===== config.mk =====
export PLATFORM = sky130hd
export DESIGN_NAME = escaped_frame_receiver_top
export DESIGN_NICKNAME = d
export VERILOG_FILES = /design/src/rtl/efr_pkg.sv /design/src/rtl/escaped_frame_receiver_top.sv
export VERILOG_INCLUDE_DIRS = /design/src /design/src/rtl
export SDC_FILE = /design/constraint.sdc
export NUM_CORES = 1
export LEC_CHECK = 0
export ABC_AREA = 1
export ABC_CLOCK_PERIOD_IN_PS = 6350
export BUFFER_PORTS_ARGS = -buffer_cell sky130_fd_sc_hd__buf_2
export CORE_ASPECT_RATIO = 1.25
export CORE_MARGIN = 1.5
export CORE_UTILIZATION = 51
export CTS_CLUSTER_SIZE = 40
export DETAILED_ROUTE_END_ITERATION = 10
export HOLD_SLACK_MARGIN = 0.06
export PLACE_DENSITY = 0.73
export RECOVER_POWER = 50
export SKIP_LAST_GASP = 1
export SYNTH_ARGS = -nofsm -noshare
export SYNTH_HDL_FRONTEND = slang
export SYNTH_SLANG_ARGS = --single-unit

===== constraint.sdc =====
create_clock -name aclk -period 6.35 [get_ports aclk]
set_clock_uncertainty 0.15 [all_clocks]
set_input_delay 0 -clock aclk [delete_from_list [all_inputs] [get_ports aclk]]
set_output_delay 0 -clock aclk [all_outputs]
set_load 0.05 [all_outputs]

===== src/rtl/escaped_frame_receiver_top_macros.svh =====
// ----------------------------------------------------------------------------
// Assertion macros for the escaped frame receiver.
// Each macro checks a property on the rising edge of aclk, disabled in reset.
// ----------------------------------------------------------------------------
`ifndef ESCAPED_FRAME_RECEIVER_TOP_MACROS_SVH
`define ESCAPED_FRAME_RECEIVER_TOP_MACROS_SVH

// Property that must hold at every active clock edge.
`define EFR_ASSERT(lbl, prop, msg) \
    lbl: assert property (@(posedge aclk) disable iff (!aresetn) (prop)) else $error(msg);

// Condition that must hold in the cycle after the trigger.
`define EFR_ASSERT_NEXT(lbl, trig, cons, msg) \
    lbl: assert property (@(posedge aclk) disable iff (!aresetn) \
        (trig) |=> (cons)) else $error(msg);

`endif


===== src/rtl/efr_pkg.sv =====
// ----------------------------------------------------------------------------
// Escaped frame receiver package
// Shared constants: control bytes, result kinds and payload widths.
// ----------------------------------------------------------------------------
package efr_pkg;

    localparam int unsigned BYTE_W   = 8;
    localparam int unsigned LEN_W    = 16;
    localparam int unsigned KIND_W   = 2;
    localparam int unsigned S_DATA_W = 8;
    localparam int unsigned M_DATA_W = 24;
    localparam int unsigned CFG_W    = 32;
    localparam int unsigned ADDR_W   = 3;

    localparam logic [BYTE_W-1:0] START_BYTE  = 8'h7E;
    localparam logic [BYTE_W-1:0] ESCAPE_BYTE = 8'h7D;
    localparam logic [BYTE_W-1:0] ESCAPE_XOR  = 8'h20;

    localparam logic [LEN_W-1:0] MAX_LEN_RESET = 16'd900;

    typedef logic [KIND_W-1:0] kind_t;

    localparam kind_t KIND_BYTE    = 2'd0;
    localparam kind_t KIND_GOOD    = 2'd1;
    localparam kind_t KIND_BAD_SUM = 2'd2;
    localparam kind_t KIND_REJECT  = 2'd3;

endpackage


===== src/rtl/escaped_frame_receiver_top.sv =====
// A result is registered in the output register, or in the skid stage while m_* is held.
// Throughput: one byte per cycle unless the skid is full; the per-byte update is registered.
// The output register and a one-entry skid stage let s_tready stay high while one result waits.
// Reset: aresetn is synchronous and active low; it clears the parser and both output stages.
// After reset the parser expects a length high byte, and max_frame_length reads 900.
// ----------------------------------------------------------------------------
// Escaped frame receiver
// Unescapes a received byte stream, parses length-prefixed frames, passes
// frame bytes on as they arrive and reports a good, bad or rejected end.
// ----------------------------------------------------------------------------
`include "escaped_frame_receiver_top_macros.svh"

module escaped_frame_receiver_top (
    input  logic                         aclk,
    input  logic                         aresetn,
    // Input stream: s_tdata[7:0] = raw_byte
    input  logic                         s_tvalid,
    output logic                         s_tready,
    input  logic [efr_pkg::S_DATA_W-1:0] s_tdata,
    // Result stream: m_tdata[7:0] = value, m_tdata[23:8] = frame_length
    output logic                         m_tvalid,
    input  logic                         m_tready,
    output logic [efr_pkg::M_DATA_W-1:0] m_tdata,
    // m_tuser[1:0] = kind
    output logic [efr_pkg::KIND_W-1:0]   m_tuser,
    // Configuration port
    input  logic                         psel,
    input  logic                         penable,
    input  logic                         pwrite,
    input  logic [efr_pkg::ADDR_W-1:0]   paddr,
    input  logic [efr_pkg::CFG_W-1:0]    pwdata,
    output logic [efr_pkg::CFG_W-1:0]    prdata,
    output logic                         pready
);

    import efr_pkg::*;

    // Parser phases.
    localparam logic [2:0] PH_LEN_HI = 3'd0;
    localparam logic [2:0] PH_LEN_LO = 3'd1;
    localparam logic [2:0] PH_DATA   = 3'd2;
    localparam logic [2:0] PH_CHECK  = 3'd3;
    localparam logic [2:0] PH_IDLE   = 3'd4;

    // Configuration register.
    logic [LEN_W-1:0]  max_len_reg;
    logic              cfg_write;
    logic              cfg_hit;

    // Parser state.
    logic [2:0]        phase_reg, phase_next;
    logic              esc_reg, esc_next;
    logic [LEN_W-1:0]  len_reg, len_next;
    logic [BYTE_W-1:0] sum_reg, sum_next;
    logic [LEN_W-1:0]  count_reg, count_next;

    // Output register and skid stage.
    logic                out_valid_reg, out_valid_next;
    kind_t               out_kind_reg, out_kind_next;
    logic [M_DATA_W-1:0] out_data_reg, out_data_next;
    logic                skid_valid_reg, skid_valid_next;
    kind_t               skid_kind_reg, skid_kind_next;
    logic [M_DATA_W-1:0] skid_data_reg, skid_data_next;

    // Per-request decode.
    logic              s_accept;
    logic [BYTE_W-1:0] raw_byte;
    logic [BYTE_W-1:0] rx_byte;
    logic              is_start;
    logic              is_escape;
    logic [LEN_W-1:0]  len_cat;
    logic [LEN_W:0]    count_inc;
    logic [BYTE_W-1:0] check_total;

    logic              res_valid;
    kind_t             res_kind;
    logic [BYTE_W-1:0] res_value;
    logic [LEN_W-1:0]  res_len;
    logic              out_free;

    // ------------------------------------------------------------------
    // Configuration port. The register answers at every address with paddr[2]
    // low (0 to 3); addresses 4 to 7 are ignored on write and read as zero.
    // ------------------------------------------------------------------
    assign pready    = 1'b1;
    assign cfg_hit   = (paddr[ADDR_W-1] == 1'b0);
    assign cfg_write = psel && penable && pwrite && pready;
    assign prdata    = cfg_hit ? {{(CFG_W-LEN_W){1'b0}}, max_len_reg} : '0;

    // ------------------------------------------------------------------
    // Input side. A request is taken whenever the skid stage is empty, so
    // a single result may wait on the output while the next byte comes in.
    // ------------------------------------------------------------------
    assign s_tready  = !skid_valid_reg;
    assign s_accept  = s_tvalid && s_tready;
    assign raw_byte  = s_tdata[BYTE_W-1:0];

    // A byte that follows an escape is never a start or an escape itself.
    assign is_start  = !esc_reg && (raw_byte == START_BYTE);
    assign is_escape = !esc_reg && (raw_byte == ESCAPE_BYTE);
    assign rx_byte   = esc_reg ? (raw_byte ^ ESCAPE_XOR) : raw_byte;

    assign len_cat     = {len_reg[LEN_W-1:BYTE_W], rx_byte};
    assign count_inc   = {1'b0, count_reg} + {{LEN_W{1'b0}}, 1'b1};
    assign check_total = sum_reg + rx_byte + 8'd1;

    // ------------------------------------------------------------------
    // Frame parser: the whole update for one byte happens in this pass.
    // ------------------------------------------------------------------
    always_comb begin
        phase_next = phase_reg;
        esc_next   = esc_reg;
        len_next   = len_reg;
        sum_next   = sum_reg;
        count_next = count_reg;
        res_valid  = 1'b0;
        res_kind   = KIND_BYTE;
        res_value  = '0;
        res_len    = '0;

        if (s_accept) begin
            if (is_start) begin
                // A start byte restarts the frame from any phase and is
                // passed on as a frame byte.
                phase_next = PH_LEN_HI;
                sum_next   = '0;
                count_next = '0;
                len_next   = '0;
                res_valid  = 1'b1;
                res_value  = raw_byte;
            end else if (is_escape) begin
                // The escape byte itself gives no result, even when idle.
                esc_next = 1'b1;
            end else begin
                esc_next = 1'b0;
                case (phase_reg)
                    PH_LEN_HI: begin
                        len_next   = {rx_byte, {BYTE_W{1'b0}}};
                        phase_next = PH_LEN_LO;
                        res_valid  = 1'b1;
                        res_value  = rx_byte;
                    end
                    PH_LEN_LO: begin
                        len_next  = len_cat;
                        res_valid = 1'b1;
                        if (len_cat > max_len_reg) begin
                            // Over-limit length: reject and wait for a start.
                            phase_next = PH_IDLE;
                            res_kind   = KIND_REJECT;
                            res_len    = len_cat;
                        end else begin
                            count_next = '0;
                            phase_next = (len_cat == '0) ? PH_CHECK : PH_DATA;
                            res_value  = rx_byte;
                        end
                    end
                    PH_DATA: begin
                        sum_next   = sum_reg + rx_byte;
                        count_next = count_inc[LEN_W-1:0];
                        if (count_inc >= {1'b0, len_reg}) begin
                            phase_next = PH_CHECK;
                        end
                        res_valid = 1'b1;
                        res_value = rx_byte;
                    end
                    PH_CHECK: begin
                        phase_next = PH_IDLE;
                        res_valid  = 1'b1;
                        res_kind   = (check_total == '0) ? KIND_GOOD : KIND_BAD_SUM;
                        res_len    = len_reg;
                    end
                    default: begin
                        // Idle: ordinary bytes are dropped.
                        phase_next = PH_IDLE;
                    end
                endcase
            end
        end
    end

    // ------------------------------------------------------------------
    // Output register with skid stage. The skid only fills when the
    // output holds a result that is not taken in the same cycle.
    // ------------------------------------------------------------------
    assign out_free = !out_valid_reg || m_tready;

    always_comb begin
        out_valid_next  = out_valid_reg;
        out_kind_next   = out_kind_reg;
        out_data_next   = out_data_reg;
        skid_valid_next = skid_valid_reg;
        skid_kind_next  = skid_kind_reg;
        skid_data_next  = skid_data_reg;

        if (out_free) begin
            if (skid_valid_reg) begin
                out_valid_next  = 1'b1;
                out_kind_next   = skid_kind_reg;
                out_data_next   = skid_data_reg;
                skid_valid_next = 1'b0;
            end else if (res_valid) begin
                out_valid_next = 1'b1;
                out_kind_next  = res_kind;
                out_data_next  = {res_len, res_value};
            end else begin
                out_valid_next = 1'b0;
            end
        end else if (res_valid) begin
            skid_valid_next = 1'b1;
            skid_kind_next  = res_kind;
            skid_data_next  = {res_len, res_value};
        end
    end

    assign m_tvalid = out_valid_reg;
    assign m_tuser  = out_kind_reg;
    assign m_tdata  = out_data_reg;

    // ------------------------------------------------------------------
    // Registers.
    // ------------------------------------------------------------------
    always_ff @(posedge aclk) begin
        if (!aresetn) begin
            max_len_reg    <= MAX_LEN_RESET;
            phase_reg      <= PH_LEN_HI;
            esc_reg        <= 1'b0;
            len_reg        <= '0;
            sum_reg        <= '0;
            count_reg      <= '0;
            out_valid_reg  <= 1'b0;
            skid_valid_reg <= 1'b0;
        end else begin
            if (cfg_write && cfg_hit) begin
                max_len_reg <= pwdata[LEN_W-1:0];
            end
            phase_reg      <= phase_next;
            esc_reg        <= esc_next;
            len_reg        <= len_next;
            sum_reg        <= sum_next;
            count_reg      <= count_next;
            out_valid_reg  <= out_valid_next;
            skid_valid_reg <= skid_valid_next;
        end
    end

    always_ff @(posedge aclk) begin
        out_kind_reg  <= out_kind_next;
        out_data_reg  <= out_data_next;
        skid_kind_reg <= skid_kind_next;
        skid_data_reg <= skid_data_next;
    end

    // ------------------------------------------------------------------
    // Assertions.
    // ------------------------------------------------------------------
    `EFR_ASSERT(a_skid_needs_out, !skid_valid_reg || out_valid_reg, "skid full with output empty")

    `EFR_ASSERT(a_data_count, (phase_reg != PH_DATA) || (count_reg < len_reg), "data count overran length")

    `EFR_ASSERT_NEXT(a_escape_sets_pending, s_accept && is_escape, esc_reg && !$past(res_valid), "escape not recorded")

    `EFR_ASSERT_NEXT(a_skid_holds, skid_valid_reg && !m_tready, skid_valid_reg && $stable(skid_data_reg), "skid entry lost")

endmodule


==> metrics <==
clock buffers created by TritonCTS 17; post-route cell area 7883 um^2; data required time of the worst path about 6.5 ns; run status complete, but fails checks; fraction of the yosys area taken by sequential cells 0.4226; count of pins on the block boundary about 110; clock tree from TritonCTS built; vias in the first global route 5,308; growth of design area from synthesis to finish 18.87%; core area ~13,000 um^2; count of flip-flops with a built-in enable after synthesis 52; Switching Power 0.7867 mW; count of port buffers added during placement 75; number of optimization iterations in the first detailed-route pass 6; Final Hold Vio Count 0; FP Rows 46; vias per inst 5.082; most used flip-flop cell after synthesis sky130_fd_sc_hd__dfxtp_1; P per Cell Area a little over 300 nW/um^2; DRC violation count after routing 0; clock root cell sky130_fd_sc_hd__clkbuf_16; final wirelength 15.54 mm; die outline area 13,700 um^2; fillers 1,117; buffers from clock root to sink, at most 2; CP endpoint kind flop; most instantiated library cell after synthesis sky130_fd_sc_hd__nand2_1; cell type with the highest aggregate area in the netlist sky130_fd_sc_hd__edfxtp_1; synthesized area per cell around 7.9 um^2; # H-tree levels 4; post-synthesis sequential element count around 110; violations in the final reports capacitance limit, slew limit; Max Cap Violations 1; leakage power 3.470 nW; CP Data Arrival Time between 4 and 5 ns; share of total power in the clock network 0.407; count of synthesis-stage warnings from yosys 0; final global-route overflow total 0; total number of clock tree sinks roughly 110; antenna violations before repair 0; aggregate negative setup slack 0 ns; share of power burned in combinational logic 0.227; number of nets with antenna violations after detailed routing 0; top cell type's share of synthesized area 0.2355; Post-Synthesis Cell Area ~6600 um^2; Synth async-reset ratio 0; portion of the clock cycle consumed by the worst path in the final layout 0.6340; final-stage net count between 1,000 and 1,500; Min Clock Period, post-route slightly above 4 ns; vias 5,712; clock insertion delay at the later pin of the skew report 0.41 ns; initial core utilization 0.5237; width of the chip around 100 um; commonest cells in the netlist 185 x sky130_fd_sc_hd__nand2_1, 109 x sky130_fd_sc_hd__inv_1, 95 x sky130_fd_sc_hd__nor2_1, 62 x sky130_fd_sc_hd__dfxtp_1, 57 x sky130_fd_sc_hd__nand3_1; Worst R2R Start skid_valid_reg$_SDFFE_PP0P_; library cells used by synthesis 47; first-pass GRT wire length around 25 mm; Final Wtd Congestion roughly 0.85; highest fanout seen on the critical path 29; hold crit path type primary input to flop; tightest slew margin relative to the limit -0.2372; HPWL reported at the end of detailed placement 10.57 mm; initial DRC count 420; total routing resource utilization after global routing 0.2298; actual slew at the worst max-slew pin ~1.9 ns; Setup crit start skid_valid_reg$_SDFFE_PP0P_; Clock Pin Slew Worst Setup and Hold Paths approximately 0.06 ns; detail-routed net length per standard cell ~14 um; vertical die dimension around 130 um; pin count of the biggest net entering global routing 44; number of inserted diodes 0; # setup viols final 0; overall power after layout 2.404 mW; setup repair after global routing missed its margin false; gate count after technology mapping 841; type of origin of the critical path flop; fraction of layout cells with a size suffix above 1 0.1036; placed instance area around 7000 um^2; maximum resistive drop on vdd between 0.00015 and 0.0002 V; Sw Share 0.3272; post_cts resized 0; startpoint-to-endpoint class of the critical path flop to flop; Hold Path Origin pwdata[1]; power share of the sequential group 0.366; fmax roughly 250 MHz; Power Internal about 1.6 mW; dominant cells by area after synthesis sky130_fd_sc_hd__edfxtp_1 24%, sky130_fd_sc_hd__dfxtp_1 19%, sky130_fd_sc_hd__nand2_1 10%; Max Transition Viols Final 44; reg2reg setup slack 2.32 ns
==> cell type report <==
type,count,area (um^2),share of cell area
multi-input combinational,583,3147,0.3992
sequential,114,2803,0.3556
timing repair buffer,112,678.2,0.08603
inverter,115,435.4,0.05524
clock buffer,18,429.2,0.05444
tap,168,210.2,0.02667
clock inverter,14,180.2,0.02286
==> worst paths after layout <==
kind,to,depth (start not counted)
max,len_reg[7]$_SDFFE_PN0P_,8
min,max_len_reg[1]$_SDFFE_PN0P_,4
max reg2reg,len_reg[7]$_SDFFE_PN0P_,8
min reg2reg,sum_reg[4]$_SDFFE_PN0P_,2
==> cell usage in the layout (no fill, tap or decap), types with 2 or more instances in the layout <==
| master | Yosys | final |
|---|---|---|
| sky130_fd_sc_hd__inv_6 | 0 | 3 |
| sky130_fd_sc_hd__clkinvlp_4 | 0 | 2 |
| sky130_fd_sc_hd__nor2_4 | 5 | 5 |
| sky130_fd_sc_hd__dfxtp_1 | 62 | 62 |
| sky130_fd_sc_hd__buf_2 | 5 | 31 |
| sky130_fd_sc_hd__inv_2 | 4 | 4 |
| sky130_fd_sc_hd__o22ai_1 | 7 | 7 |
| sky130_fd_sc_hd__edfxtp_1 | 52 | 52 |
| sky130_fd_sc_hd__nor2_1 | 95 | 93 |
| sky130_fd_sc_hd__conb_1 | 2 | 17 |
| sky130_fd_sc_hd__clkinv_4 | 0 | 5 |
| sky130_fd_sc_hd__ha_1 | 40 | 40 |
| sky130_fd_sc_hd__nor4_1 | 3 | 3 |
| sky130_fd_sc_hd__nand2_4 | 5 | 2 |
| sky130_fd_sc_hd__nand2_8 | 2 | 2 |
| sky130_fd_sc_hd__or2_2 | 2 | 2 |
| sky130_fd_sc_hd__o21ai_1 | 4 | 3 |
| sky130_fd_sc_hd__xor2_1 | 9 | 9 |
| sky130_fd_sc_hd__o21ai_0 | 39 | 40 |
| sky130_fd_sc_hd__o211ai_1 | 4 | 4 |
| sky130_fd_sc_hd__a22oi_1 | 3 | 3 |
| sky130_fd_sc_hd__inv_1 | 109 | 109 |
| sky130_fd_sc_hd__o21ai_2 | 2 | 2 |
| sky130_fd_sc_hd__dlygate4sd3_1 | 0 | 35 |
| sky130_fd_sc_hd__a21oi_1 | 51 | 51 |
| sky130_fd_sc_hd__a21o_1 | 3 | 3 |
| sky130_fd_sc_hd__nand4_1 | 9 | 9 |
| sky130_fd_sc_hd__clkbuf_1 | 15 | 47 |
| sky130_fd_sc_hd__bufinv_16 | 0 | 3 |
| sky130_fd_sc_hd__nand2_1 | 185 | 189 |
| sky130_fd_sc_hd__nand3_1 | 57 | 57 |
| sky130_fd_sc_hd__clkbuf_16 | 0 | 17 |
| sky130_fd_sc_hd__nor3_1 | 7 | 7 |
| sky130_fd_sc_hd__nor2_2 | 9 | 11 |
| sky130_fd_sc_hd__nand4_4 | 2 | 2 |
| sky130_fd_sc_hd__xnor2_1 | 8 | 8 |
| sky130_fd_sc_hd__nand3b_1 | 3 | 3 |
==> critical path, stage by stage (launching register included) <==
cell	delay, ns
sky130_fd_sc_hd__dfxtp_1	0.30
sky130_fd_sc_hd__clkbuf_1	0.93
sky130_fd_sc_hd__nor2_1	0.20
sky130_fd_sc_hd__nand2_1	0.37
sky130_fd_sc_hd__clkinvlp_2	0.61
sky130_fd_sc_hd__nand2_1	0.53
sky130_fd_sc_hd__nand2_1	0.39
sky130_fd_sc_hd__o21ai_0	0.32
sky130_fd_sc_hd__a21oi_1	0.08
==> metrics by stage <==
| stage | setup WS, ns | util | hold WS [ns] | cells |
|---|---|---|---|---|
| finish | 2.324 | 0.6225 | 0.2588 | 1124 |
| global route | 2.030 | 0.6225 | 0.2974 | 1124 |
| CTS | 3.166 | 0.6295 | 0.2559 | 1124 |
| detailed placement | 3.214 | 0.5538 | 0.07804 | 1057 |
| global placement | 3.295 | 0.5538 | 0.07158 | 1057 |
| floorplan | 3.503 | - | -0.01962 | 856 |
==> power groups by stage <==
stage / logic (mW) / clock network [mW] / registers (mW)
floorplan: 0.381 / 0 / 0.947
global placement: 0.523 / 0 / 0.891
detailed placement: 0.533 / 0 / 0.893
CTS: 0.552 / 0.987 / 0.878
global route: 0.612 / 1.02 / 0.886
finish: 0.545 / 0.980 / 0.879
==> cells by family after synthesis <==
kind of cell / after synthesis / share of synthesized area
simple gates: 391 / 0.2708
buf+inv: 159 / 0.1083
other cells: 2 / 0.001132
compound gates: 117 / 0.09623
xor+xnor: 17 / 0.02245
flops: 114 / 0.4226
fa+ha+maj: 41 / 0.07849
==> timing repair <==
action / CTS / global route
hold endpoints to repair: 64 / 0
hold buffers: 35 / 0
buffers inserted: 0 / 0
==> layer usage <==
metal | part of all wire | up-vias | wire length [um] | track usage
li1 | - | 2903 | - | -
met1 | 0.41 | 2581 | 6327 | 0.2672
met2 | 0.51 | 186 | 7866 | 0.4095
met3 | 0.051 | 42 | 799 | 0.03323
met4 | 0.035 | 0 | 544 | 0.1289
met5 | 0 | - | 0 | 0
(Power assumes the default switching activity.)
